==> src/design/hbp_pkg.sv <==
// shared types, constants and a helper function of the hybrid branch predictor
`default_nettype none

package hbp_pkg;

    // table sizes
    localparam int GS_BITS_MAX = 12;
    localparam int BI_BITS_MAX = 12;
    localparam int CH_BITS_MAX = 12;
    localparam int GS_CNT_W = $clog2(GS_BITS_MAX + 1);
    localparam int BI_CNT_W = $clog2(BI_BITS_MAX + 1);
    localparam int CH_CNT_W = $clog2(CH_BITS_MAX + 1);
    localparam int CLR_BITS_GB = (GS_BITS_MAX > BI_BITS_MAX) ? GS_BITS_MAX : BI_BITS_MAX;
    localparam int CLR_BITS = (CLR_BITS_GB > CH_BITS_MAX) ? CLR_BITS_GB : CH_BITS_MAX;

    // 2-bit saturating counters
    localparam int CTR_W = 2;
    localparam logic [CTR_W-1:0] CTR_MAX = 2'd3;
    localparam logic [CTR_W-1:0] CTR_WEAK_T = 2'd2;
    localparam logic [CTR_W-1:0] CTR_CH_RST = 2'd1;

    // predictor kinds
    localparam logic [1:0] MODE_BIMODAL = 2'd0;
    localparam logic [1:0] MODE_GSHARE = 2'd1;
    localparam logic [1:0] MODE_HYBRID = 2'd2;

    // configuration register indexes
    localparam int CFG_IDX_W = 3;
    localparam int CFG_DATA_W = 4;
    localparam logic [CFG_IDX_W-1:0] REG_MODE = 3'd0;
    localparam logic [CFG_IDX_W-1:0] REG_GS_BITS = 3'd1;
    localparam logic [CFG_IDX_W-1:0] REG_HIST_BITS = 3'd2;
    localparam logic [CFG_IDX_W-1:0] REG_BI_BITS = 3'd3;
    localparam logic [CFG_IDX_W-1:0] REG_CH_BITS = 3'd4;

    typedef struct packed {
        logic [31:0] pc;
        logic        taken;
    } in_req_t;

    typedef struct packed {
        logic        predicted_taken;
        logic        mispredicted;
        logic        used_gshare;
        logic [31:0] branch_count;
        logic [31:0] miss_count;
    } out_rsp_t;

    typedef struct packed {
        logic [1:0] mode;
        logic [3:0] gs_bits;
        logic [3:0] hist_bits;
        logic [3:0] bi_bits;
        logic [3:0] ch_bits;
    } cfg_t;

    typedef struct packed {
        logic [BI_BITS_MAX-1:0] bi;
        logic [GS_BITS_MAX-1:0] gs;
        logic [CH_BITS_MAX-1:0] ch;
        logic [GS_CNT_W-1:0]    hlen;
    } idx_t;

    typedef struct packed {
        logic             pred;
        logic             used_gs;
        logic             shift_hist;
        logic             bi_we;
        logic             gs_we;
        logic             ch_we;
        logic [CTR_W-1:0] bi_new;
        logic [CTR_W-1:0] gs_new;
        logic [CTR_W-1:0] ch_new;
    } upd_t;

    // saturating counter step
    function automatic logic [CTR_W-1:0] ctr_train(input logic [CTR_W-1:0] c, input logic t);
        logic [CTR_W-1:0] r;
        if (t)
            r = (c == CTR_MAX) ? c : c + 1'b1;
        else
            r = (c == '0) ? c : c - 1'b1;
        return r;
    endfunction

endpackage

`default_nettype wire

==> src/design/hbp_train.sv <==
// prediction selection and counter training for one resolved branch
`default_nettype none

module hbp_train
    import hbp_pkg::*;
(
    input  wire logic [1:0]       mode,
    input  wire logic             taken,
    input  wire logic [CTR_W-1:0] bi_ctr,
    input  wire logic [CTR_W-1:0] gs_ctr,
    input  wire logic [CTR_W-1:0] ch_ctr,
    output upd_t                  upd
);

    logic p_bi;
    logic p_gs;
    logic sel_gs;

    assign p_bi   = (bi_ctr >= CTR_WEAK_T);
    assign p_gs   = (gs_ctr >= CTR_WEAK_T);
    assign sel_gs = (ch_ctr >= CTR_WEAK_T);

    // pick the predictor and the tables to train
    always_comb
    begin
        upd.bi_new     = ctr_train(bi_ctr, taken);
        upd.gs_new     = ctr_train(gs_ctr, taken);
        upd.ch_new     = ctr_train(ch_ctr, p_gs == taken);
        upd.pred       = p_bi;
        upd.used_gs    = 1'b0;
        upd.shift_hist = 1'b0;
        upd.bi_we      = 1'b0;
        upd.gs_we      = 1'b0;
        upd.ch_we      = 1'b0;
        case (mode)
            MODE_GSHARE:
            begin
                upd.pred       = p_gs;
                upd.gs_we      = 1'b1;
                upd.shift_hist = 1'b1;
            end
            MODE_HYBRID:
            begin
                upd.used_gs    = sel_gs;
                upd.pred       = sel_gs ? p_gs : p_bi;
                upd.gs_we      = sel_gs;
                upd.bi_we      = !sel_gs;
                upd.shift_hist = 1'b1;
                // chooser moves only when exactly one predictor was right
                upd.ch_we      = (p_gs != p_bi);
            end
            default:
            begin
                upd.bi_we = 1'b1;
            end
        endcase
    end

endmodule

`default_nettype wire

==> config.mk <==
export PLATFORM = sky130hd
export DESIGN_NAME = hbp_train
export DESIGN_NICKNAME = d
export VERILOG_FILES = /design/src/design/hbp_pkg.sv /design/src/design/hbp_train.sv
export SDC_FILE = /design/constraint.sdc
export NUM_CORES = 1
export LEC_CHECK = 0
export ABC_AREA = 1
export ABC_CLOCK_PERIOD_IN_PS = 900
export BUFFER_PORTS_ARGS = -buffer_cell sky130_fd_sc_hd__buf_2
export CORE_AREA = 2 2 39 41
export DETAILED_ROUTE_END_ITERATION = 12
export DIE_AREA = 0 0 41 43
export MAX_ROUTING_LAYER = met4
export SKIP_LAST_GASP = 1
export SLEW_MARGIN = 0
export SYNTH_ARGS = -nofsm -noshare
export SYNTH_HDL_FRONTEND = slang
export SYNTH_SLANG_ARGS = --single-unit
==> constraint.sdc <==
create_clock -name vclk -period 0.9
set_input_delay 0.09 -clock vclk [all_inputs]
set_output_delay 0.09 -clock vclk [all_outputs]
set_load 0.05 [all_outputs]
==> impl_metrics.ini <==
[synth]
synth_nets = 56
netlist.area_leader.share_pct = 35.0
syn_inst = 45
synth_area_sq_um = 204
synth_area_leader_cell = nand2_1
synth.cells.most_frequent = 19 x nand2_1, 9 x inv_1, 6 x nor2_1, 3 x o21ai_0
yosysMostFrequentCell = nand2_1
synth_seq_area_share_pct = 0
yosys_warnings = 0
synth.area.top_cells = nand2_1 35%, inv_1 17%, ha_1 12%
synthDistinctLibCells = 10
synth.avg_cell_area_sq_um = 4.53

[pwr]
leakage_nw = 0.273
ir_drop_v = 0.000307
power_uw = 419
power_density_nw_per_um2 = 881

[sta]
maxSlewHeadroom_pct = 83.6
worstMarginPinSlew_ns = 0.248
hold_viol = 0
fmax_ghz = 1.02
min_period_over_period_pct = 109
rsz0062_at_grt = yes
fin_crit_ns = 0.982
timing.final.ws_setup_ns = -0.0822
setup_violations = 3
drv_slew = 0

[floorplanning]
fp-row-count = 14
initial_core_util_pct = 14.7
core_area_sq_um = 1380
die_area_sq_um = 1760
die_y_microns = 43
die_width_microns = 41
io_pins = 21

[routing]
totalWireLength_microns = 675
first_iter_violations = 1
ant_nets = 0
via_per_inst = 3.87
dr_wl_met3_microns = 52
vias = 333
wl_met2_microns = 368
routedWlPerCell_microns = 7.85
highest_layer = met3
drt-met1-wl_microns = 254
firstDrtPassIters = 2
drc = 0

[critical_path]
cp-startpoint = mode[0]
cp-endpoint = upd[11]
slowest_delay_ns = 0.27
worstPathArrival_ns = 0.89
cp.depth = 8
crit_type = input pin to output pin
crit_required_ns = 0.81
endpoint_kind = output pin
critPathBufInv = 4
critPathLaunchType = input pin
critical-path-slowest-cell = ha_4
critical_path.max_fanout = 3
crit_family = buffers and inverters
crit_chain = buf_8 > inv_8 > ha_4 > clkinvlp_4 > nand2_2 > nand2_2 > nand2_4 > buf_8

[layout]
seq_area_sq_um = 0
final_nets = 83
seq_cells = 0
diodes = 0
postLayoutCellArea_sq_um = 475
clkbuf_count = 0
syn_to_final_growth_pct = 133
drive_gt1_share_pct = 54.3

[global_route]
grt_pass1_vias = 279
grt-ovfl-total = 0
grt_max_degree = 7
grt_antenna_before_repair = 0
grt_pass1_wl_mm = 1.07
grt_usage_pct = 8.39

[outcome]
status = complete, but fails checks
violations = setup timing

[place]
gp_congestion = 0.682
hpwlAfterDp_microns = 540
placed_area_sq_um = 409
dp_slack_ns = -0.263
portBuffers = 21

[cts]
hold_buffers = 0
post_cts_buffers = 0

[min_path]
hp-class = input pin to output pin

[job]
drv_cap = 0
final cells by class:
| type | count | area (sq um) |
|---|---|---|
| Inverter | 9 | 45.0 |
| Timing Repair Buffer | 25 | 199 |
| Fill cell | 156 | 908 |
| Multi-Input combinational cell | 36 | 211 |
| Tap cell | 16 | 20.0 |
cell usage in the layout, fill, tap and decap left out:
cell / count
a21oi_1: 1
a21oi_2: 1
buf_2: 9
buf_4: 7
buf_6: 5
buf_8: 2
clkbuf_4: 2
clkinvlp_4: 1
ha_1: 1
ha_4: 1
inv_1: 7
inv_8: 1
nand2_1: 16
nand2_2: 3
nand2_4: 1
nand3_1: 1
nor2_1: 4
nor2_2: 2
o21ai_0: 1
o21ai_2: 3
or2_1: 1
cell families (layout without fill, tap and decap cells):
family / count (synthesis) / after routing / synth area share [%]
AOI/OAI and AO/OA: 6 / 6 / 16.6
buffers and inverters: 9 / 34 / 16.6
adders and majority gates: 2 / 2 / 12.3
and+or+nand+nor: 28 / 28 / 54.6
tightest hold or removal path, stage by stage:
cell and delay [ns]:
buf_2 0.10, o21ai_2 0.05, buf_4 0.18
repair_timing:
| item | 4_1_cts | 5_1_grt |
|---|---|---|
| endpoints found under the setup margin | 7 | 9 |
| pin swaps | 3 | 0 |
| gates resized for setup | 15 | 8 |
per-layer routing:
| layer | up-vias | GRT usage, % |
|---|---|---|
| met5 | - | - |
| met4 | 0 | 0 |
| met3 | 0 | 0.524 |
| met2 | 10 | 15.9 |
| met1 | 137 | 9.49 |
| li1 | 186 | - |
report_power, final:
part           total (mW)  leakage (nW)  switching, mW  internal, mW
Combinational       0.419         0.273          0.266         0.153
Sequential              0             0              0             0
Clock                   0             0              0             0
Total               0.419         0.273          0.266         0.153
per-stage QoR:
step / std cells / utilization (%) / setup TNS, ns / hold slack (ns)
2_1_floorplan: 45 / - / -0.187 / 0.342
3_3_place_gp: 86 / 29.6 / -0.709 / 0.520
3_5_place_dp: 86 / 29.6 / -0.747 / 0.527
4_1_cts: 86 / 33.1 / -0.140 / 0.527
5_1_grt: 86 / 34.4 / -0.302 / 0.527
6_report: 86 / 34.4 / -0.173 / 0.509
worst min path at each step:
stage / from / to / slack [ns] / depth (start not counted)
finish: gs_ctr[0] / upd[2] / 0.51 / 3
global route: gs_ctr[0] / upd[2] / 0.53 / 3
CTS: bi_ctr[0] / upd[4] / 0.53 / 3
detailed placement: bi_ctr[0] / upd[4] / 0.53 / 3
global placement: bi_ctr[0] / upd[4] / 0.52 / 3
floorplan: gs_ctr[0] / upd[2] / 0.34 / 1
(Power assumes the default switching activity.)
