File: src/design/hbp_pkg.sv
// shared types, constants and a helper function of the hybrid branch predictor
`default_nettype none

package hbp_pkg;

    // table sizes
    localparam int GS_BITS_MAX = 12;
    localparam int BI_BITS_MAX = 12;
    localparam int CH_BITS_MAX = 12;
    localparam int GS_CNT_W = $clog2(GS_BITS_MAX + 1);
    localparam int BI_CNT_W = $clog2(BI_BITS_MAX + 1);
    localparam int CH_CNT_W = $clog2(CH_BITS_MAX + 1);
    localparam int CLR_BITS_GB = (GS_BITS_MAX > BI_BITS_MAX) ? GS_BITS_MAX : BI_BITS_MAX;
    localparam int CLR_BITS = (CLR_BITS_GB > CH_BITS_MAX) ? CLR_BITS_GB : CH_BITS_MAX;

    // 2-bit saturating counters
    localparam int CTR_W = 2;
    localparam logic [CTR_W-1:0] CTR_MAX = 2'd3;
    localparam logic [CTR_W-1:0] CTR_WEAK_T = 2'd2;
    localparam logic [CTR_W-1:0] CTR_CH_RST = 2'd1;

    // predictor kinds
    localparam logic [1:0] MODE_BIMODAL = 2'd0;
    localparam logic [1:0] MODE_GSHARE = 2'd1;
    localparam logic [1:0] MODE_HYBRID = 2'd2;

    // configuration register indexes
    localparam int CFG_IDX_W = 3;
    localparam int CFG_DATA_W = 4;
    localparam logic [CFG_IDX_W-1:0] REG_MODE = 3'd0;
    localparam logic [CFG_IDX_W-1:0] REG_GS_BITS = 3'd1;
    localparam logic [CFG_IDX_W-1:0] REG_HIST_BITS = 3'd2;
    localparam logic [CFG_IDX_W-1:0] REG_BI_BITS = 3'd3;
    localparam logic [CFG_IDX_W-1:0] REG_CH_BITS = 3'd4;

    typedef struct packed {
        logic [31:0] pc;
        logic        taken;
    } in_req_t;

    typedef struct packed {
        logic        predicted_taken;
        logic        mispredicted;
        logic        used_gshare;
        logic [31:0] branch_count;
        logic [31:0] miss_count;
    } out_rsp_t;

    typedef struct packed {
        logic [1:0] mode;
        logic [3:0] gs_bits;
        logic [3:0] hist_bits;
        logic [3:0] bi_bits;
        logic [3:0] ch_bits;
    } cfg_t;

    typedef struct packed {
        logic [BI_BITS_MAX-1:0] bi;
        logic [GS_BITS_MAX-1:0] gs;
        logic [CH_BITS_MAX-1:0] ch;
        logic [GS_CNT_W-1:0]    hlen;
    } idx_t;

    typedef struct packed {
        logic             pred;
        logic             used_gs;
        logic             shift_hist;
        logic             bi_we;
        logic             gs_we;
        logic             ch_we;
        logic [CTR_W-1:0] bi_new;
        logic [CTR_W-1:0] gs_new;
        logic [CTR_W-1:0] ch_new;
    } upd_t;

    // saturating counter step
    function automatic logic [CTR_W-1:0] ctr_train(input logic [CTR_W-1:0] c, input logic t);
        logic [CTR_W-1:0] r;
        if (t)
            r = (c == CTR_MAX) ? c : c + 1'b1;
        else
            r = (c == '0) ? c : c - 1'b1;
        return r;
    endfunction

endpackage

`default_nettype wire

File: src/design/hbp_index.sv
// table index and history length computation from pc, history and configuration
`default_nettype none

module hbp_index
    import hbp_pkg::*;
(
    input  wire logic [31:0]          pc,
    input  wire logic [GS_BITS_MAX-1:0] hist,
    input  wire cfg_t                 cfg,
    output idx_t                      idx
);

    logic [GS_CNT_W-1:0]    m1;
    logic [BI_CNT_W-1:0]    m2;
    logic [CH_CNT_W-1:0]    k;
    logic [GS_CNT_W-1:0]    n;
    logic [GS_BITS_MAX-1:0] gs_mask;
    logic [GS_BITS_MAX-1:0] hist_mask;
    logic [GS_BITS_MAX-1:0] hist_sh;
    logic [BI_BITS_MAX-1:0] bi_mask;
    logic [CH_BITS_MAX-1:0] ch_mask;

    // clamp widths to the table sizes, history to the gshare width
    always_comb
    begin
        m1 = (int'(cfg.gs_bits) > GS_BITS_MAX) ? GS_CNT_W'(GS_BITS_MAX)
                                               : GS_CNT_W'(cfg.gs_bits);
        m2 = (int'(cfg.bi_bits) > BI_BITS_MAX) ? BI_CNT_W'(BI_BITS_MAX)
                                               : BI_CNT_W'(cfg.bi_bits);
        k  = (int'(cfg.ch_bits) > CH_BITS_MAX) ? CH_CNT_W'(CH_BITS_MAX)
                                               : CH_CNT_W'(cfg.ch_bits);
        n  = (int'(cfg.hist_bits) > int'(m1)) ? m1 : GS_CNT_W'(cfg.hist_bits);
    end

    // low-bit masks
    assign gs_mask   = ~({GS_BITS_MAX{1'b1}} << m1);
    assign hist_mask = ~({GS_BITS_MAX{1'b1}} << n);
    assign bi_mask   = ~({BI_BITS_MAX{1'b1}} << m2);
    assign ch_mask   = ~({CH_BITS_MAX{1'b1}} << k);

    // history aligned to the top of the gshare index
    assign hist_sh = (hist & hist_mask) << (m1 - n);

    always_comb
    begin
        idx.bi   = pc[2 +: BI_BITS_MAX] & bi_mask;
        idx.ch   = pc[2 +: CH_BITS_MAX] & ch_mask;
        idx.gs   = (pc[2 +: GS_BITS_MAX] ^ hist_sh) & gs_mask;
        idx.hlen = n;
    end

endmodule

`default_nettype wire

File: config.mk
export PLATFORM = sky130hd
export DESIGN_NAME = hbp_index
export DESIGN_NICKNAME = d
export VERILOG_FILES = /design/src/design/hbp_pkg.sv /design/src/design/hbp_index.sv
export SDC_FILE = /design/constraint.sdc
export NUM_CORES = 1
export LEC_CHECK = 0
export BUFFER_PORTS_ARGS = -buffer_cell sky130_fd_sc_hd__buf_2
export CAP_MARGIN = 20
export CORE_ASPECT_RATIO = 1.2
export CORE_MARGIN = 2
export CORE_UTILIZATION = 43
export DETAILED_ROUTE_END_ITERATION = 6
export PLACE_DENSITY = 0.9
export REMOVE_ABC_BUFFERS = 1
export SYNTH_ARGS = -nofsm -noshare
export SYNTH_HDL_FRONTEND = slang
export SYNTH_SLANG_ARGS = --single-unit
File: constraint.sdc
create_clock -name vclk -period 5.4
set_input_delay 0.81 -clock vclk [all_inputs]
set_output_delay 0.81 -clock vclk [all_outputs]
set_load 0.1 [all_outputs]
==> summary.md, run 1 <==
| Metric | Value |
|---|---|
| Initial Util | 0.453 |
| Syn. warnings | 0 |
| RePlAce Congestion | 1.05 |
| Instance count on the critical path | 19 |
| Status | complete, but fails checks |
| Final WL | 8.23 mm |
| Commonest non-fill, non-tap cell in the layout | buf_2 |
| Maximum VDD drop | 0.000221 V |
| Crit path to | idx[26] |
| Max_cap viols | 0 |
| First-pass GRT wire length | 11.8 mm |
| Final setup vio count | 1 |
| Least-Margin Pin Slew | 738 ps |
| # rows | 25 |
| Final Hold Vio Count | 0 |
| Register area share after synthesis | 0 |
| Critical path startpoint category | input port |
| Final ANT Viol Nets | 0 |
| Core Footprint | 3970 um^2 |
| Max Slew Vio Count | 0 |
| Largest net degree at the start of global routing | 15 |
| Placed cell count | 417 |
| Number of global-route vias before repair | 2701 |
| Placed Instance Area | 2490 um^2 |
| CP Max Fanout | 4 |
| Gr ovfl total | 0 |
| Pleak | 1.19 nW |
| Crit. End Element | output pin |
| Detailed Place HPWL | 6.01 mm |
| Share of layout cells above drive strength 1 | 0.356 |
| Chip Width | 63.1 um |
| Pre-antenna DRT Iters | 6 |
| Fmax | 185 MHz |
| Syn Area/Cell | 6.43 um^2 |
| Ant. Diodes | 0 |
| CLK BUF | 0 |
| Hold Crit Class | in2out |
| DRT iter0 DRCs | 310 |
| Synthesized instance count | 280 |
| Tcrit/Tclk final | 1.00 |
| Hold_buf cts | 0 |
| Kind of critical path | in2out |
| Post-route insts no fill | 422 |
| Failing checks | negative setup slack |
| Slew headroom | 0.508 |
| Area grow syn2layout | 45.7% |
| Vias per Instance | 7.03 |
| Netlist Area Pre-Place | 1800 um^2 |
| Crit path required time | 4590 ps |
| Power Dens Cells | 276 nW/um^2 |
| IO Count | 102 |
| Port Buffers | 80 |
| Storage cell area | 0 um^2 |
| Commonest cells after routing, fill and taps aside | 69 x buf_2, 28 x a21oi_1, 24 x buf_4 |
| Total track usage | 0.304 |
| Critical path, cell by cell | buf_2 -> nand2_4 -> nand2_2 -> ha_1 -> and2b_1 -> o211a_1 -> o21ai_4 -> o21ai_2 -> ha_2 -> buf_4 -> o21ai_1 -> a2bb2oi_2 -> and3_1 -> o31a_1 -> and4b_1 -> o211ai_1 -> a31oi_1 -> nor4b_2 -> bufbuf_16 |
| CP Launch Point | cfg[15] |
| Drt drc | 0 |
| Fill count | 304 |
| CP bufs+invs | 3 |
| Initial antenna violation count | 0 |
| Worst Path Arrival | 4600 ps |
| Clock period minus worst slack | 5410 ps |
| Slowest stage delay, CP | 380 ps |
| Top Family by Delay on Critical Path | compound AO/OA/AOI/OAI gates |
| Smallest setup slack after layout | -7.40 ps |
| Die area | 4720 um^2 |
| Die height | 74.9 um |
| Worst Hold Slack | 2030 ps |
| Footprint of the multi-input gates | 1710 um^2 |
| Routed len/inst | 19.5 um |
| Vias | 2968 |
| FF+latch count | 0 |
| Slowest stage cell, crit path | o31a_1 |
| Post-route cell area | 2620 um^2 |
| Netlist cell types | 68 |
| Fin nets | 438 |
-- kinds of logic (layout without fill, tap and decap cells) --
group | count (synthesis) | after routing | share of synthesized area
AO/OA/AOI/OAI | 123 | 123 | 0.495
XOR/XNOR | 6 | 6 | 0.0292
adder cells (fa/ha/maj) | 6 | 6 | 0.0417
buffers and inverters | 34 | 122 | 0.0897
multiplexers | 4 | 4 | 0.0236
AND/OR/NAND/NOR | 107 | 107 | 0.321
-- through the flow --
step,total power [W],setup TNS (ps),utilization,setup slack [ps]
final,0.000723,-7.40,0.660,-7.40
after global routing,0.000749,-288,0.660,-73.8
after CTS,0.000670,0,0.627,11.0
after detailed placement,0.000666,-280,0.626,-125
after global placement,0.000651,0,0.626,25.9
after floorplan,0.000460,-8350,-,-1130
-- timing repair --
item / 4_1_cts / 5_1_grt
buffers inserted: 0 / 5
gates resized for setup: 2 / 19
endpoints found under the setup margin: 5 / 10
pin swaps: 1 / 10
-- metal layers --
metal	share of wire	track usage	vias to the layer above	routed length, um
met1	0.32	0.328	1294	2650
met4	0.070	0.153	0	577
met2	0.46	0.586	313	3800
met5	0	0	-	0
met3	0.15	0.0404	94	1210
li1	-	-	1267	-
-- cell type report --
cell class / count / area share
multi-input combinational: 246 / 0.653
tap: 54 / 0.0258
timing repair buffer: 106 / 0.298
inverter: 16 / 0.0229
-- power by group --
part	total (W)	internal [W]	switching [W]
Clock	0	0	0
Sequential	0	0	0
Combinational	0.000723	0.000233	0.000489
-- synth_stat cells (3+ instances only) --
cell type | count | area (um^2)
a311o_1 | 3 | 30.0
nand3_1 | 13 | 65.1
buf_2 | 5 | 25.0
a21boi_0 | 4 | 30.0
buf_4 | 3 | 22.5
o211a_1 | 3 | 30.0
a21oi_1 | 28 | 140
and3_1 | 6 | 37.5
a21o_1 | 4 | 30.0
a221o_1 | 3 | 30.0
xnor2_1 | 4 | 35.0
nor3_1 | 8 | 40.0
a31oi_1 | 7 | 43.8
or3_1 | 10 | 62.6
o2111ai_1 | 6 | 52.6
nor2b_1 | 9 | 56.3
o2111a_1 | 3 | 33.8
nand2_1 | 24 | 90.1
clkbuf_1 | 7 | 26.3
o21ai_0 | 18 | 90.1
ha_1 | 6 | 75.1
o211ai_1 | 6 | 45.0
inv_1 | 15 | 56.3
nor2_1 | 18 | 67.6
and2_1 | 6 | 37.5
a211oi_1 | 4 | 30.0
o21a_1 | 8 | 60.1
-- how the worst min path moves through the flow --
stage	slack (ps)	startpoint	to	depth (start not counted)
floorplan	1880	cfg[14]	idx[27]	2
global placement	2020	cfg[14]	idx[27]	4
detailed placement	2030	cfg[14]	idx[27]	4
CTS	2030	cfg[14]	idx[27]	4
global route	2050	cfg[14]	idx[27]	4
finish	2030	cfg[14]	idx[27]	4
No activity file was read; power rests on OpenSTA's default activity.
==> run 2, diff against run 1 <==
CELL_PAD_IN_SITES_DETAIL_PLACEMENT = 1   (was default)
CELL_PAD_IN_SITES_GLOBAL_PLACEMENT = 2   (was default)
CORE_UTILIZATION = 20   (was 43)
GPL_TIMING_DRIVEN = 0   (was default)
PLACE_DENSITY = 0.87   (was 0.9)
==> run 2 against run 1 <==
Compared with the run above:
- the flow now finishes without violations
- combinational power shrank 2.9%
- non-clock buffer count grew 1
- global-route usage shrank 14 points
- critical path depth is the same
- maximum frequency grew 0.58%
- worst hold slack gained 32 ps
- design area grew 4.2%
==> summary.md, run 2 (synthesis results as in run 1) <==
| Metric | Value |
|---|---|
| Least-Margin Pin Slew | 1070 ps (was 738 ps) |
| Hold Crit Depth | 4 (unchanged) |
| NetSw | 0.000487 W (was 0.000489 W) |
| Int Pwr | 0.000215 W (was 0.000233 W) |
| Total power | 0.000702 W (was 0.000723 W) |
| Die area | 9770 um^2 (was 4720 um^2) |
| Initial antenna violation count | 0 (unchanged) |
| Sw frac | 0.694 (was 0.677) |
| Fmax | 186 MHz (was 185 MHz) |
| Routing usage on met2 | 0.305 (was 0.586) |
| Core Footprint | 8660 um^2 (was 3970 um^2) |
| Vias | 2665 (was 2968) |
| Fin nets | 439 (was 438) |
| Commonest non-fill, non-tap cell in the layout | buf_2 (unchanged) |
| Number of global-route vias before repair | 2674 (was 2701) |
| Max Slew Vio Count | 0 (unchanged) |
| Crit. End Element | output pin (unchanged) |
| Gr ovfl total | 0 (unchanged) |
| Storage cell area | 0 um^2 (unchanged) |
| Tcrit/Tclk final | 0.996 (was 1.00) |
| Share of layout cells above drive strength 1 | 0.393 (was 0.356) |
| Logic pwr share | 1.000 (about the same) |
| Critical path startpoint category | input port (unchanged) |
| Worst Path Arrival | 4570 ps (was 4600 ps) |
| Final ANT Viol Nets | 0 (unchanged) |
| Final WL | 8.63 mm (was 8.23 mm) |
| Flop pwr share | 0 (about the same) |
| Max_cap viols | 0 (unchanged) |
| CLK BUF | 0 (unchanged) |
| Port Buffers | 80 (unchanged) |
| Total track usage | 0.167 (was 0.304) |
| Status | complete, no violations (was complete, but fails checks) |
| Met1 Use GR | 0.210 (was 0.328) |
| Hold_buf cts | 0 (unchanged) |
| Detailed Place HPWL | 6.55 mm (was 6.01 mm) |
| Commonest cells after routing, fill and taps aside | 64 x buf_2, 30 x buf_4, 25 x a21oi_1 (was 69 x buf_2, 28 x a21oi_1, 24 x buf_4) |
| Area grow syn2layout | 51.8% (was 45.7%) |
| Clock power frac | 0 (about the same) |
| Slew headroom | 0.284 (was 0.508) |
| Kind of critical path | in2out (unchanged) |
| IO Count | 102 (unchanged) |
| Hold Crit Class | in2out (unchanged) |
| RePlAce Congestion | 0.869 (was 1.05) |
| CP Max Fanout | 8 (was 4) |
| GR peak layer | met2 (unchanged) |
| Routed len/inst | 17.8 um (was 19.5 um) |
| M3 GR Usage | 0.0238 (was 0.0404) |
| Die height | 108 um (was 74.9 um) |
| Power Dens Cells | 257 nW/um^2 (was 276 nW/um^2) |
| Largest net degree at the start of global routing | 19 (was 15) |
| Ant. Diodes | 0 (unchanged) |
| Pleak | 1.17 nW (was 1.19 nW) |
| Vias per Instance | 5.48 (was 7.03) |
| Crit path required time | 4590 ps (about the same) |
| Maximum VDD drop | 0.000105 V (was 0.000221 V) |
| Pre-antenna DRT Iters | 4 (was 6) |
| Final Hold Vio Count | 0 (unchanged) |
| Post-route cell area | 2730 um^2 (was 2620 um^2) |
| FF+latch count | 0 (unchanged) |
| RSZ-0062 raised after global routing | true |
| Drt drc | 0 (unchanged) |
| DRT iter0 DRCs | 108 (was 310) |
| Initial Util | 0.208 (was 0.453) |
| Chip Width | 90.6 um (was 63.1 um) |
| End of the worst hold path | idx[23] (was idx[27]) |
| Clock period minus worst slack | 5380 ps (was 5410 ps) |
| Placed Instance Area | 2240 um^2 (was 2490 um^2) |
| Final setup vio count | 0 (was 1) |
| # rows | 37 (was 25) |
| Worst Hold Slack | 2060 ps (was 2030 ps) |
| First-pass GRT wire length | 13.5 mm (was 11.8 mm) |
| Hold Crit Start | pc[9] (was cfg[14]) |
[run 2: changes by cell type in the layout (fill, tap and decap cells not counted), moves of 3 or more]
cell | before | now
buf_12 | 10 | 2
buf_4 | 24 | 30
buf_2 | 69 | 64
buf_6 | 2 | 7
a21oi_1 | 28 | 25
a21oi_2 | 1 | 4
clkbuf_4 | 0 | 3
nand2_2 | 3 | 0
[run 2: worst max-delay path, cell delays in order]
cell and delay, ps:
buf_16 120, nand2_8 90, nand2_8 60, ha_4 230, and2b_2 210, o211a_4 300
o21ai_4 240, o21ai_1 110, ha_2 210, buf_6 120, a221o_1 360, and3_4 190
o31ai_4 400, buf_4 210, a21oi_2 50, nand3_1 120, a31oi_1 110, nor4b_2 320
buf_6 270
[run 2: per-layer routing]
layer  routed length [um]  part of all wire  vias up
li1                     -                 -     1264
met1                 3560              0.41     1255
met2                 4090              0.47      133
met3                  812             0.094       13
met4                  160             0.019        0
met5                    0                 0        -
[run 2: cell type report]
cell class | instances | area [um^2]
fill | 1109 | 5930
tap | 117 | 146
multi-input combinational | 246 | 1810
timing repair buffer | 107 | 714
inverter | 16 | 65.1
[run 2: what timing repair did]
action                                  4_1_cts  5_1_grt
endpoints found under the hold margin         0        0
endpoints found under the setup margin       12       12
gates resized for setup                      38       36
buffers inserted                              9       18
pin swaps                                     6       18
[run 2: worst max path at each step]
stage	slack [ps]	depth (start not counted)	from	to
2_1_floorplan	-1130	18	cfg[15]	idx[20]
3_3_place_gp	-1390	20	cfg[14]	idx[20]
3_5_place_dp	-1520	20	cfg[14]	idx[20]
4_1_cts	0.3	20	cfg[15]	idx[20]
5_1_grt	-120	19	cfg[14]	idx[26]
6_report	20	19	cfg[14]	idx[26]
[run 2: power groups by stage]
stage	combinational, W	sequential, W	clock (W)
finish	0.000702	0	0
global route	0.000742	0	0
CTS	0.000650	0	0
detailed placement	0.000593	0	0
global placement	0.000586	0	0
floorplan	0.000460	0	0
[run 2: stage by stage]
stage	util	std cells	TNS [ps]	setup slack, ps
final	0.316	486	0	24.0
after global routing	0.316	486	-501	-118
after CTS	0.284	468	0	0.257
after detailed placement	0.259	459	-16100	-1520
after global placement	0.259	459	-14460	-1390
after floorplan	-	262	-8350	-1130
==> run 3, diff against run 2 <==
BUFFER_PORTS_ARGS = -buffer_cell sky130_fd_sc_hd__buf_4   (was -buffer_cell sky130_fd_sc_hd__buf_2)
CORE_MARGIN = default   (was 2)
==> run 3 against run 2 <==
Compared with the run above:
- design area increased by 0.69%
- count of clock-buffer cells in the layout unchanged
- routed wire length increased by 0.38%
- utilization increased by 0.22 points
- maximum frequency increased by 2.0%
- non-clock buffer count decreased by 14
- critical path depth unchanged
- flip-flop and latch count unchanged
- critical endpoint unchanged
- setup slack improved by 100 ps
- cell count decreased by 2.9%
- combinational power increased by 0.6%
- sequential share of layout area unchanged
- largest cell class unchanged
==> summary.md, run 3 (synthesis results as in run 1) <==
| Metric | Value |
|---|---|
| Fmax | 190 MHz (was 186 MHz) |
| Storage cell area | 0 um^2 (unchanged) |
| Vias per Instance | 5.69 (was 5.48) |
| RePlAce Congestion | 0.853 (was 0.869) |
| Maximum VDD drop | 0.000101 V (was 0.000105 V) |
| Critical path startpoint category | input port (unchanged) |
| Clock period minus worst slack | 5270 ps (was 5380 ps) |
| Number of global-route vias before repair | 2782 (was 2674) |
| Crit. End Element | output pin (unchanged) |
| Share of layout cells above drive strength 1 | 0.358 (was 0.393) |
| Die height | 106 um (was 108 um) |
| Max Slew Vio Count | 0 (unchanged) |
| Final Hold Vio Count | 0 (unchanged) |
| First-pass GRT wire length | 14.1 mm (was 13.5 mm) |
| Port Buffers | 80 (unchanged) |
| Largest net degree at the start of global routing | 19 (unchanged) |
| Hold Crit Class | in2out (unchanged) |
| Final WL | 8.66 mm (was 8.63 mm) |
| Pre-antenna DRT Iters | 4 (unchanged) |
| Chip Width | 88.6 um (was 90.6 um) |
| CP Max Fanout | 15 (was 8) |
| Initial Util | 0.208 (unchanged) |
| Critical path, cell by cell | buf_6 -> nand2_4 -> nand2_4 -> ha_4 -> and2b_1 -> o211a_4 -> o21ai_4 -> nand2_1 -> o21ai_0 -> ha_2 -> o21ai_0 -> a2bb2oi_1 -> a21oi_1 -> o31a_1 -> and4b_1 -> o211ai_1 -> a31oi_1 -> nor4b_2 -> buf_6 (was buf_16 -> nand2_8 -> nand2_8 -> ha_4 -> and2b_2 -> o211a_4 -> o21ai_4 -> o21ai_1 -> ha_2 -> buf_6 -> a221o_1 -> and3_4 -> o31ai_4 -> buf_4 -> a21oi_2 -> nand3_1 -> a31oi_1 -> nor4b_2 -> buf_6) |
| Fin nets | 425 (was 439) |
| Gr ovfl total | 0 (unchanged) |
| Commonest cells after routing, fill and taps aside | 82 x buf_4, 26 x a21oi_1, 22 x nand2_1 (was 64 x buf_2, 30 x buf_4, 25 x a21oi_1) |
| Total track usage | 0.188 (was 0.167) |
| Total power | 0.000706 W (was 0.000702 W) |
| Slowest stage cell, crit path | o31a_1 (was o31ai_4) |
| Tcrit/Tclk final | 0.976 (was 0.996) |
| Fill count | 1129 (was 1109) |
| Worst Hold Slack | 2050 ps (was 2060 ps) |
| Final setup vio count | 0 (unchanged) |
| Crit path required time | 4590 ps (about the same) |
| Max_cap viols | 0 (unchanged) |
| Drt drc | 0 (unchanged) |
| Area grow syn2layout | 52.9% (was 51.8%) |
| Smallest setup slack after layout | 129 ps (was 24.0 ps) |
| Power Dens Cells | 257 nW/um^2 (about the same) |
| Final ANT Viol Nets | 0 (unchanged) |
| Placed cell count | 459 (unchanged) |
| Routed len/inst | 18.4 um (was 17.8 um) |
| Least-Margin Pin Slew | 545 ps (was 1070 ps) |
| CLK BUF | 0 (unchanged) |
| Post-route insts no fill | 472 (was 486) |
| Detailed Place HPWL | 6.64 mm (was 6.55 mm) |
| Kind of critical path | in2out (unchanged) |
| Hold_buf cts | 0 (unchanged) |
| DRT iter0 DRCs | 146 (was 108) |
| FF+latch count | 0 (unchanged) |
| Worst Path Arrival | 4460 ps (was 4570 ps) |
| Slowest stage delay, CP | 330 ps (was 400 ps) |
| Commonest non-fill, non-tap cell in the layout | buf_4 (was buf_2) |
| Status | complete, no violations (unchanged) |
| Vias | 2686 (was 2665) |
| Slew headroom | 0.635 (was 0.284) |
| Pleak | 1.14 nW (was 1.17 nW) |
| RSZ-0062 raised after global routing | true (unchanged) |
| Core Footprint | 8660 um^2 (unchanged) |
| Pre-CTS setup slack | -1290 ps (was -1520 ps) |
| IO Count | 102 (unchanged) |
| # rows | 37 (unchanged) |
| Die area | 9380 um^2 (was 9770 um^2) |
| Setup_tns | 0 ps (unchanged) |
| Initial antenna violation count | 0 (unchanged) |
| Ant. Diodes | 0 (unchanged) |
## run 3: cell count changes in the layout (fill, tap and decap cells not counted), moves of 2 or more
cell	previous run	this run
buf_4	30	82
buf_2	64	0
o21ai_0	16	18
nand2_8	2	0
o21ai_1	2	0
clkbuf_4	3	0
## run 3: power by group
part           total (W)  switching, W  internal, W  leakage (nW)
sequential             0             0            0             0
combinational   0.000706      0.000485     0.000221          1.14
clock                  0             0            0             0
## run 3: worst paths after layout
check | endpoint | cells after the start | slack (ps) | from
setup / recovery | idx[26] | 19 | 130 | cfg[14]
hold / removal | idx[23] | 4 | 2050 | pc[9]
## run 3: routing by layer
layer	vias to the layer above	wire [um]	track usage
li1	1235	-	-
met1	1313	3610	0.240
met2	123	4230	0.331
met3	15	663	0.0256
met4	0	161	0.0380
met5	-	0	0
## run 3: worst max-delay path: cells and delay by family
family / cells / cell delay, ps
compound gates: 9 / 1690
fa+ha+maj: 2 / 470
simple gates: 6 / 1040
buf+inv: 2 / 430
## run 3: cell type report
| class | instances | area (um^2) | area share |
|---|---|---|---|
| Inverter | 16 | 63.8 | 0.0232 |
| Timing Repair Buffer | 93 | 761 | 0.277 |
| Tap cell | 117 | 146 | 0.0532 |
| Multi-Input combinational cell | 246 | 1780 | 0.647 |
## run 3: what timing repair did
action / in CTS / in global routing
buffers inserted: 11 / 1
setup endpoints to repair: 12 / 10
pin swaps: 12 / 5
gates resized for setup: 27 / 13
endpoints found under the hold margin: 0 / 0
## run 3: stage by stage
| stage | utilization | area, um^2 |
|---|---|---|
| 6_report | 0.318 | 2750 |
| 2_1_floorplan | - | 1700 |
| 3_3_place_gp | 0.282 | 2440 |
| 5_1_grt | 0.318 | 2750 |
| 3_5_place_dp | 0.282 | 2440 |
| 4_1_cts | 0.309 | 2670 |
